<file path="src/lru_stack_tag_set_unit_defines.svh">
// ----------------------------------------------------------------------------
// LRU stack tag set unit: assertion macros
// Shared concurrent assertion forms, clocked on i_clk and disabled in reset.
// ----------------------------------------------------------------------------
`ifndef LRU_STACK_TAG_SET_UNIT_DEFINES_SVH
`define LRU_STACK_TAG_SET_UNIT_DEFINES_SVH

// Same-cycle implication.
`define LSTU_ASSERT_IMPL(label, ante, cons) \
    label: assert property (@(posedge i_clk) disable iff (!i_rst_n) (ante) |-> (cons)) \
        else $error("lru stack tag set unit: assertion failed");

// Next-cycle implication.
`define LSTU_ASSERT_NEXT(label, ante, cons) \
    label: assert property (@(posedge i_clk) disable iff (!i_rst_n) (ante) |=> (cons)) \
        else $error("lru stack tag set unit: assertion failed");

`endif

</file>
<file path="src/lstu_pkg.sv">
// ----------------------------------------------------------------------------
// LRU stack tag set package
// Action codes, field widths, defaults and the command bundle to the stack.
// ----------------------------------------------------------------------------
`default_nettype none

package lstu_pkg;

    localparam int ACT_W      = 2;
    localparam int TAG_IN_W   = 20;
    localparam int POS_IN_W   = 3;

    localparam int ASSOC_DEF    = 8;
    localparam int TAG_BITS_DEF = 20;

    localparam logic [ACT_W-1:0] ACT_LOOKUP  = 2'd0;
    localparam logic [ACT_W-1:0] ACT_HEAD    = 2'd1;
    localparam logic [ACT_W-1:0] ACT_TAIL    = 2'd2;
    localparam logic [ACT_W-1:0] ACT_INSTALL = 2'd3;

    typedef struct packed {
        logic                en;
        logic [ACT_W-1:0]    action;
        logic [POS_IN_W-1:0] position;
        logic                pos_ok;
        logic                valid_in;
    } t_stk_cmd;

endpackage

`default_nettype wire

</file>
<file path="src/lstu_lookup.sv">
// ----------------------------------------------------------------------------
// LRU stack lookup
// Parallel tag compare over all positions, first match from the MRU end.
// ----------------------------------------------------------------------------
`default_nettype none

module lstu_lookup
    import lstu_pkg::*;
#(
    parameter int ASSOC   = ASSOC_DEF,
    parameter int STORE_W = TAG_BITS_DEF
) (
    input  wire logic [ASSOC-1:0][STORE_W-1:0] i_tags,
    input  wire logic [ASSOC-1:0]              i_valids,
    input  wire logic [STORE_W-1:0]            i_tag,
    output logic                               o_hit,
    output logic [POS_IN_W-1:0]                o_hit_position
);

    // Scan from the LRU end down so the match nearest the MRU end wins.
    always_comb begin
        o_hit          = 1'b0;
        o_hit_position = '0;
        for (int i = ASSOC - 1; i >= 0; i--) begin
            if (i_valids[i] && (i_tags[i] == i_tag)) begin
                o_hit          = 1'b1;
                o_hit_position = POS_IN_W'(i);
            end
        end
    end

endmodule

`default_nettype wire

</file>
<file path="src/lstu_stack.sv">
// ----------------------------------------------------------------------------
// LRU stack storage
// Recency stack registers with move-to-head, move-to-tail and install.
// ----------------------------------------------------------------------------
`default_nettype none

module lstu_stack
    import lstu_pkg::*;
#(
    parameter int ASSOC   = ASSOC_DEF,
    parameter int STORE_W = TAG_BITS_DEF
) (
    input  wire logic                          i_clk,
    input  wire logic                          i_rst_n,
    input  wire t_stk_cmd                      i_cmd,
    input  wire logic [STORE_W-1:0]            i_tag,
    output logic [ASSOC-1:0][STORE_W-1:0]      o_tags,
    output logic [ASSOC-1:0]                   o_valids,
    output logic [STORE_W-1:0]                 o_tail_tag,
    output logic                               o_tail_valid
);

    localparam int IDX_W = (ASSOC > 1) ? $clog2(ASSOC) : 1;

    logic [ASSOC-1:0][STORE_W-1:0] r_tags;
    logic [ASSOC-1:0][STORE_W-1:0] n_tags;
    logic [ASSOC-1:0]              r_valids;
    logic [ASSOC-1:0]              n_valids;
    logic [IDX_W-1:0]              pos_idx;
    logic [STORE_W-1:0]            sel_tag;
    logic                          sel_valid;

    assign pos_idx   = IDX_W'(i_cmd.position);
    assign sel_tag   = r_tags[pos_idx];
    assign sel_valid = r_valids[pos_idx];

    always_comb begin
        n_tags   = r_tags;
        n_valids = r_valids;
        if (i_cmd.en && i_cmd.pos_ok) begin
            unique case (i_cmd.action)
                ACT_LOOKUP: begin
                end
                ACT_HEAD: begin
                    // Shift younger entries down one, drop the selected one at the head.
                    for (int i = 1; i < ASSOC; i++) begin
                        if (i <= int'(i_cmd.position)) begin
                            n_tags[i]   = r_tags[i-1];
                            n_valids[i] = r_valids[i-1];
                        end
                    end
                    n_tags[0]   = sel_tag;
                    n_valids[0] = sel_valid;
                end
                ACT_TAIL: begin
                    // Shift older entries up one, sink the selected one to the tail.
                    for (int i = 0; i < ASSOC - 1; i++) begin
                        if (i >= int'(i_cmd.position)) begin
                            n_tags[i]   = r_tags[i+1];
                            n_valids[i] = r_valids[i+1];
                        end
                    end
                    n_tags[ASSOC-1]   = sel_tag;
                    n_valids[ASSOC-1] = sel_valid;
                end
                ACT_INSTALL: begin
                    n_tags[pos_idx]   = i_tag;
                    n_valids[pos_idx] = i_cmd.valid_in;
                end
                default: begin
                end
            endcase
        end
    end

    always_ff @(posedge i_clk) begin
        if (!i_rst_n) begin
            r_tags   <= '0;
            r_valids <= '0;
        end else begin
            r_tags   <= n_tags;
            r_valids <= n_valids;
        end
    end

    assign o_tags       = r_tags;
    assign o_valids     = r_valids;
    assign o_tail_tag   = n_tags[ASSOC-1];
    assign o_tail_valid = n_valids[ASSOC-1];

endmodule

`default_nettype wire

</file>
<file path="src/lru_stack_tag_set_unit.sv">
// ----------------------------------------------------------------------------
// LRU stack tag set unit
// One cache set kept as a true-LRU recency stack with lookup, move and install.
// ----------------------------------------------------------------------------
//
//   channel | direction | handshake              | payload
//   --------+-----------+------------------------+----------------------------------
//   in      | to block  | i_in_valid / o_in_stall | i_action i_lookup_tag i_position
//           |           |                        | i_valid_in
//   out     | from block| o_out_valid / i_out_stall| o_hit o_hit_position o_tail_tag
//           |           |                        | o_tail_valid
//
// One transaction per cycle sustained while the output does not stall. An
// accepted item sits in the input register; when it advances, the compare and
// stack update run and load the result register, from which the result leaves.
// Every input transaction produces exactly one output transaction.
// Reset (synchronous, i_rst_n low) empties both registers and clears the stack
// to all invalid entries with zero tags.
// A stall on the output holds the result and the item in the input register;
// o_in_stall rises only while the input register holds an item that cannot move.
// ----------------------------------------------------------------------------
`default_nettype none

module lru_stack_tag_set_unit
    import lstu_pkg::*;
#(
    parameter int ASSOC    = ASSOC_DEF,
    parameter int TAG_BITS = TAG_BITS_DEF
) (
    input  wire logic                i_clk,
    input  wire logic                i_rst_n,
    input  wire logic                i_in_valid,
    output logic                     o_in_stall,
    input  wire logic [ACT_W-1:0]    i_action,
    input  wire logic [TAG_IN_W-1:0] i_lookup_tag,
    input  wire logic [POS_IN_W-1:0] i_position,
    input  wire logic                i_valid_in,
    output logic                     o_out_valid,
    input  wire logic                i_out_stall,
    output logic                     o_hit,
    output logic [POS_IN_W-1:0]      o_hit_position,
    output logic [TAG_IN_W-1:0]      o_tail_tag,
    output logic                     o_tail_valid
);

`include "lru_stack_tag_set_unit_defines.svh"

    // Tags arrive on a fixed-width port, so no stored tag bit can exceed it.
    localparam int STORE_W = (TAG_BITS < TAG_IN_W) ? TAG_BITS : TAG_IN_W;
    localparam int IDX_W   = (ASSOC > 1) ? $clog2(ASSOC) : 1;

    // Input register
    logic                r_in_full;
    logic [ACT_W-1:0]    r_in_action;
    logic [STORE_W-1:0]  r_in_tag;
    logic [POS_IN_W-1:0] r_in_position;
    logic                r_in_valid_in;

    // Result register
    logic                r_out_valid;
    logic                r_hit;
    logic [POS_IN_W-1:0] r_hit_position;
    logic [STORE_W-1:0]  r_tail_tag;
    logic                r_tail_valid;

    logic                          w_out_free;
    logic                          w_adv;
    logic                          w_in_take;
    logic                          w_pos_ok;
    t_stk_cmd                      w_cmd;
    logic [ASSOC-1:0][STORE_W-1:0] w_tags;
    logic [ASSOC-1:0]              w_valids;
    logic [STORE_W-1:0]            w_tail_tag;
    logic                          w_tail_valid;
    logic                          w_hit;
    logic [POS_IN_W-1:0]           w_hit_position;
    logic                          n_hit;
    logic [POS_IN_W-1:0]           n_hit_position;
    logic [IDX_W-1:0]              w_pos_idx;

    // Advance the held item when the result register is empty or draining.
    assign w_out_free = !r_out_valid || !i_out_stall;
    assign w_adv      = r_in_full && w_out_free;
    assign o_in_stall = r_in_full && !w_out_free;
    assign w_in_take  = i_in_valid && !o_in_stall;

    // Moves and installs past the last way leave the stack alone.
    assign w_pos_ok   = (32'(r_in_position) < 32'(ASSOC));
    assign w_pos_idx  = IDX_W'(r_in_position);

    always_comb begin
        w_cmd          = '0;
        w_cmd.en       = w_adv;
        w_cmd.action   = r_in_action;
        w_cmd.position = r_in_position;
        w_cmd.pos_ok   = w_pos_ok;
        w_cmd.valid_in = r_in_valid_in;
    end

    lstu_stack #(
        .ASSOC   (ASSOC),
        .STORE_W (STORE_W)
    ) u_stack (
        .i_clk        (i_clk),
        .i_rst_n      (i_rst_n),
        .i_cmd        (w_cmd),
        .i_tag        (r_in_tag),
        .o_tags       (w_tags),
        .o_valids     (w_valids),
        .o_tail_tag   (w_tail_tag),
        .o_tail_valid (w_tail_valid)
    );

    lstu_lookup #(
        .ASSOC   (ASSOC),
        .STORE_W (STORE_W)
    ) u_lookup (
        .i_tags         (w_tags),
        .i_valids       (w_valids),
        .i_tag          (r_in_tag),
        .o_hit          (w_hit),
        .o_hit_position (w_hit_position)
    );

    // Report hits for lookups only; other actions and misses return zero hit and position.
    assign n_hit          = (r_in_action == ACT_LOOKUP) && w_hit;
    assign n_hit_position = n_hit ? w_hit_position : '0;

    // Control state
    always_ff @(posedge i_clk) begin
        if (!i_rst_n) begin
            r_in_full   <= 1'b0;
            r_out_valid <= 1'b0;
        end else begin
            if (w_in_take) begin
                r_in_full <= 1'b1;
            end else if (w_adv) begin
                r_in_full <= 1'b0;
            end
            if (w_adv) begin
                r_out_valid <= 1'b1;
            end else if (w_out_free) begin
                r_out_valid <= 1'b0;
            end
        end
    end

    // Payload: input fields load on capture, result fields on advance; hold otherwise.
    always_ff @(posedge i_clk) begin
        if (w_in_take) begin
            r_in_action   <= i_action;
            r_in_tag      <= STORE_W'(i_lookup_tag);
            r_in_position <= i_position;
            r_in_valid_in <= i_valid_in;
        end
        if (w_adv) begin
            r_hit          <= n_hit;
            r_hit_position <= n_hit_position;
            r_tail_tag     <= w_tail_tag;
            r_tail_valid   <= w_tail_valid;
        end
    end

    assign o_out_valid    = r_out_valid;
    assign o_hit          = r_hit;
    assign o_hit_position = r_hit_position;
    assign o_tail_tag     = TAG_IN_W'(r_tail_tag);
    assign o_tail_valid   = r_tail_valid;

    // Hits come from lookups only.
    `LSTU_ASSERT_NEXT(a_hit_lookup_only, w_adv && (r_in_action != ACT_LOOKUP), !r_hit)
    // Moves reorder the stack but never change the number of valid entries.
    `LSTU_ASSERT_NEXT(a_move_keeps_count,
                      w_adv && ((r_in_action == ACT_HEAD) || (r_in_action == ACT_TAIL)),
                      $countones(w_valids) == $past($countones(w_valids)))
    // A lift in range puts the selected tag at the head.
    `LSTU_ASSERT_NEXT(a_head_lift,
                      w_adv && (r_in_action == ACT_HEAD) && w_pos_ok,
                      w_tags[0] == $past(w_tags[w_pos_idx]))
    // Back-pressure only while an item is held.
    `LSTU_ASSERT_IMPL(a_stall_needs_item, o_in_stall, r_in_full && r_out_valid)

endmodule

`default_nettype wire

</file>
<file path="config.mk">
export PLATFORM = sky130hd
export DESIGN_NAME = lru_stack_tag_set_unit
export DESIGN_NICKNAME = d
export VERILOG_FILES = /design/src/lstu_pkg.sv /design/src/lstu_lookup.sv /design/src/lstu_stack.sv /design/src/lru_stack_tag_set_unit.sv
export VERILOG_INCLUDE_DIRS = /design/src /design/src/src
export SDC_FILE = /design/constraint.sdc
export NUM_CORES = 1
export LEC_CHECK = 0
export BUFFER_PORTS_ARGS = -buffer_cell sky130_fd_sc_hd__buf_2
export CORE_UTILIZATION = 38
export CTS_CLUSTER_DIAMETER = 120
export DETAILED_ROUTE_END_ITERATION = 10
export PLACE_DENSITY = 0.5
export SLEW_MARGIN = 20
export SYNTH_ARGS = -nofsm -noshare
export SYNTH_HDL_FRONTEND = slang
export SYNTH_HIERARCHICAL = 1
export SYNTH_SLANG_ARGS = --single-unit
</file>
<file path="constraint.sdc">
create_clock -name i_clk -period 11.17 [get_ports i_clk]
set_input_delay 0.5585 -clock i_clk [delete_from_list [all_inputs] [get_ports i_clk]]
set_output_delay 0.5585 -clock i_clk [all_outputs]
set_load 0.01 [all_outputs]
</file>
* After elaboration in Yosys (flattened, before gate mapping)
Cells that the tools add are included.
Storage, ports and cells: register bits 221, memories 0, memory bits (read-only) 0, bits in writable memories 0, bits in latches 0, output and inout bits 27
Operators by class: multiply operators 0, eq/ne operators 24, reduce and logical (&&, ||, !) cells 32, div/mod/pow operators 0, shift-type cells 0, magnitude comparators 16, bitwise gates (word level) 1, add/sub/neg operators 0, muxes and demuxes 61
Operator list (number):
- $pmux W160 S3 | 1
- $mux W20 | 16
- $bwmux W160 | 1
- $eq A20 B20 Y1 | 8
- $mux W160 | 1
- $bmux W20 S3 | 1
- $demux W20 S3 | 1
- $mux W1 | 29
- $ne A2 B1 Y1 const B | 13
- $pmux W8 S3 | 1
- $reduce_and A4 Y1 | 6
- $logic_and A1 B1 Y1 | 13
- $le A3 B3 Y1 const A | 4
- $mux W3 | 4
- $ge A3 B3 Y1 const A | 3
- $bwmux W8 | 1
- $mux W8 | 1
- $ge A1 B3 Y1 const A | 2
- $ge A2 B3 Y1 const A | 2
- $le A2 B3 Y1 const A | 2
- $reduce_or A5 Y1 | 1
- $eq A2 B2 Y1 const B | 2
- $logic_not A1 Y1 | 4
- $lt A3 B4 Y1 const B | 1
- other kinds (14) | 16

* Longest topological paths before layout
depth after elaboration 13, depth in mapped cells 9, gate-level depth less buffers 8

* By module
Netlist, hierarchy kept.
By module, submodules not included:
- lstu_stack | cells an instance 1362, seq. area each 3363.2 um^2, area an instance 10996.8 um^2, instances 1
- lstu_lookup | cells an instance 250, seq. area each 0.0 um^2, area an instance 2016.9 um^2, instances 1
- lru_stack_tag_set_unit | cells an instance 64, seq. area each 1571.5 um^2, area an instance 1656.6 um^2, instances 1

* Worst setup path after synthesis
Ideal clock, no wire load.
path kind input-to-reg, start point input port i_out_stall, end point register r_tail_valid (netlist: o_tail_valid), data pin, path buffers 2, stages on the path 7, setup time 0.268 ns, data required time 10.902 ns, slack 6.858 ns, arrival time 4.044 ns, cells stage by stage a21boi_0 -> o211a_4 -> o21ai_1 -> buf_2 -> buf_2 -> a22oi_1 -> nand3_1
Between the ends: longest elaborated chain between the ends 4
RTL lines:
- start, declared | RTL line lru_stack_tag_set_unit.sv:39 | input wire logic i_out_stall,
- $logic_not A1 Y1 | RTL line lru_stack_tag_set_unit.sv:82 | assign w_out_free = !r_out_valid || !i_out_stall;
- $logic_or A1 B1 Y1 | RTL line lru_stack_tag_set_unit.sv:82
- $logic_and A1 B1 Y1 | RTL line lru_stack_tag_set_unit.sv:83 | assign w_adv = r_in_full && w_out_free;
- $mux W8 | RTL line lstu_stack.sv:40 | if (i_cmd.en && i_cmd.pos_ok) begin
- net w_tail_valid | RTL line lru_stack_tag_set_unit.sv:74 | logic w_tail_valid;
- end signal, assigned | RTL line lru_stack_tag_set_unit.sv:160 | r_tail_valid <= w_tail_valid;
- end, declared | RTL line lru_stack_tag_set_unit.sv:64 | logic r_tail_valid;
The timed path passes the listed nets, and every way through them passes these cells. A chain may end at the register's enable or synchronous reset.

* Worst setup path in the final report
start point register r_in_action[1], end point register u_stack.r_tags (netlist bit u_stack/o_tags[129])
Between the ends: longest elaborated chain between the ends 3, elaborated cells between the ends (all ways) 8, those cells by class eq/ne: 5; mux: 1; reduce/logical: 2
RTL lines:
- start, declared | RTL line lru_stack_tag_set_unit.sv:54 | logic [ACT_W-1:0] r_in_action;
- start signal, assigned | RTL line lru_stack_tag_set_unit.sv:151 | r_in_action <= i_action;
- $eq A2 B2 Y1 / $eq A2 B1 Y1 (equally long branches) | RTL line lstu_stack.sv:41 | unique case (i_cmd.action)
- $ne A2 B1 Y1 (no source line) / $reduce_bool A3 Y1 (equally long branches)
- $reduce_and A4 Y1 (no source line)
- end signal, assigned | RTL line lstu_stack.sv:81 | r_tags <= n_tags;
- end, declared | RTL line lstu_stack.sv:25 | logic [ASSOC-1:0][STORE_W-1:0] r_tags;
Parallel ways exist; a longest one is shown, timed or not.

==> impl_metrics.tcl <==
set metrics [dict create \
    drtIter0Drc 2045 \
    fin_nets 1664 \
    layout_common_cells "177 x nand2_1, 170 x dfxtp_1, 127 x xnor2_1, 110 x nor2_1, 105 x o21ai_0" \
    post_cts_resized 0 \
    die-area_um2 39400 \
    synth-edff-count 51 \
    postSynthCellCount 1676 \
    yosysWarnings 6 \
    critical_path_class "reg2reg" \
    outcome "completed" \
    cap_violations 0 \
    layout-drive-gt1-share_pct 12.7 \
    pwr-share-comb_pct 12.1 \
    synth_area_per_cell_um2 8.75 \
    holdCritStartpoint "i_lookup_tag[10]" \
    power_leakage_nw 5.24 \
    setup_slack_ps 7560 \
    p_per_area_nw_per_um2 127 \
    via_count 14700 \
    startpoint "r_in_action[1]" \
    core_area_um2 37800 \
    grt-ovfl-total 0 \
    tightest_slew_ps 1220 \
    power.switching_mw 0.594 \
    h-tree-depth 1 \
    min_period_ps 3610 \
    wl_per_cell_um 30.8 \
    reg2reg_from "r_in_action[1]" \
    fmax_ghz 0.277 \
    cts_hold_buf 0 \
    synth_area_um2 14700 \
    ctsRootBufferMaster "clkbuf_16" \
    drc 0 \
    portBuffers 56 \
    place_area_um2 15100 \
    hold_path.class "in2reg" \
    critPathMaxFanout 98 \
    yosys_most_used_dff "dfxtp_1" \
    slew_headroom_pct 18.5 \
    ys_types 71 \
    setup_viol_count_final 0 \
    die_w_um 198 \
    drv_slew 0 \
    routed_via_density 6.80 \
    internal_power_mw 1.44 \
    numCtsBuffers 29 \
    switching_share_pct 29.3 \
    chipHeight_um 198 \
    grt_pass1_vias 13500 \
    antenna_found_initial 0 \
    sequentialPowerShare_pct 42.5 \
    grt_pass1_wl_um 95800 \
    clk-insertion-delay-late_ps 590 \
    finalHoldViolations 0 \
    fin_crit_sh_pct 32.4 \
    whs_ps 149 \
    ys_seq_area_share_pct 33.6 \
    ys_ff_latch 221 \
    postCtsSetupRepairBufs 0 \
    irDropWorstVdd_mv 0.101 \
    grt_max_degree 151 \
    endpoint_kind "flip-flop" \
    firstDrtPassIters 8 \
    cts.sinks 221 \
    drt-total-wl_um 66700 \
    clk_path_buf_depth 3 \
    power_mw 2.03 \
    diodes 0 \
    place_ws_ps 7740 \
    synthToLayoutAreaGrowth_pct 9.18 \
    rrSetupSlack_ps 7560 \
    gr-usage-all-layers_pct 33.2 \
    critPathArrivalTime_ps 4030 \
    clk_pin_slew_ps 60 \
    ios 57 \
    finalSetupTns_ps 0 \
    dp_hpwl_um 41600 \
    async_reset_ff_share_pct 0 \
    fin_worst_skew_ps 23.8 \
    final_common_cell "nand2_1" \
    gp_congestion 1.01 \
    rsz0062_at_grt "false" \
    start_util_pct 38.8 \
    worstSetupStartpointType "flip-flop" \
    num_rows 71 \
    drtAntennaViolNets 0 \
    cp.required_ps 11580 \
    pwr-share-clk_pct 45.3 \
    final_area_um2 16000 \
    cts_tree "built" \
]
-- flip-flops by register name (all words and copies together), names as in the netlist --
| signal | count |
|---|---|
| u_stack/o_valids | 8 |
| r_in_action | 2 |
| o_tail_tag | 20 |
| o_out_valid | 1 |
| o_tail_valid | 1 |
| r_in_full | 1 |
| r_in_valid_in | 1 |
| r_in_tag | 20 |
| o_hit_position | 3 |
| o_hit | 1 |
| u_stack/o_tags | 160 |
| r_in_position | 3 |
-- cell families after synthesis --
group           count (synthesis)  share of synthesized area (%)
flops                         221                           33.6
compound gates                584                           29.7
xor+xnor                      160                           9.60
simple gates                  444                           14.1
other cells                     1                         0.0256
buf+inv                       183                           6.52
mux                            83                           6.41
-- worst max-delay path, stage by stage, from the launching register on --
cell and delay [ps]:
edfxtp_1 370, buf_12 450, nor2b_4 800, buf_4 870
a21oi_4 90, buf_4 330, a21oi_1 260, a311oi_1 70
-- power by group through the flow --
stage | Sequential [mW] | Combinational [mW] | Clock (mW)
after floorplan | 0.862 | 0.162 | 0
after global placement | 0.879 | 0.237 | 0
after detailed placement | 0.880 | 0.237 | 0
after CTS | 0.862 | 0.238 | 0.932
after global routing | 0.865 | 0.252 | 0.966
final | 0.864 | 0.246 | 0.920
-- area by class of cell --
cell class / count / area [um^2]
clock buffer: 39 / 783
clock inverter: 13 / 118
timing repair buffer: 90 / 561
tap: 511 / 639
fill: 3806 / 21800
sequential: 221 / 4930
multi-input combinational: 1277 / 8920
inverter: 15 / 57.6
-- Yosys cell counts (9+ instances only) --
| cell type | n | share of area, % |
|---|---|---|
| nand2b_1 | 9 | 0.38 |
| clkbuf_1 | 58 | 1.5 |
| xor2_1 | 32 | 1.9 |
| a21oi_1 | 60 | 2.0 |
| mux2i_1 | 37 | 2.5 |
| buf_2 | 74 | 2.5 |
| nand4_1 | 35 | 1.5 |
| a22oi_1 | 103 | 5.3 |
| o2bb2ai_1 | 23 | 1.4 |
| inv_1 | 15 | 0.38 |
| and2_1 | 25 | 1.1 |
| o21ai_1 | 15 | 0.51 |
| xnor2_1 | 127 | 7.6 |
| a31oi_1 | 11 | 0.47 |
| nor4_1 | 13 | 0.55 |
| buf_6 | 12 | 0.92 |
| mux2_2 | 36 | 2.8 |
| nor3_1 | 13 | 0.44 |
| a221oi_1 | 13 | 0.78 |
| buf_4 | 20 | 1.0 |
| dfxtp_1 | 170 | 23 |
| a22o_1 | 11 | 0.66 |
| a211o_1 | 16 | 0.96 |
| edfxtp_1 | 51 | 10 |
| a2bb2oi_1 | 53 | 3.2 |
| o21ai_0 | 105 | 3.6 |
| a311oi_1 | 22 | 1.3 |
| o32ai_1 | 10 | 0.60 |
| nand3_1 | 28 | 0.96 |
| o221ai_1 | 41 | 2.4 |
| a222oi_1 | 44 | 3.0 |
| nand2_1 | 179 | 4.6 |
| nor2_1 | 111 | 2.8 |
| a32oi_1 | 17 | 1.0 |
| o21a_1 | 10 | 0.51 |
-- per-layer routing --
metal  vias up  wire (um)  track usage [%]
met5         -          0                0
met3       182       6870             6.29
met2       992      28300             48.9
met1      7246      28100             46.5
li1       6317          -                -
met4         0       3360             15.7
-- path summary, 6_finish.rpt --
kind	end	cells after the start
setup reg to reg	u_stack/o_tags[129]	7
setup / recovery	u_stack/o_tags[129]	7
hold / removal	r_in_tag[10]	1
hold reg to reg	o_out_valid	2
-- per-stage QoR --
stage | util (%) | std cells
2_1_floorplan | - | 1681
3_3_place_gp | 39.9 | 2114
3_5_place_dp | 39.9 | 2114
4_1_cts | 42.3 | 2166
5_1_grt | 42.3 | 2166
6_report | 42.3 | 2166
Note: power is estimated with default switching activity, not from simulation.
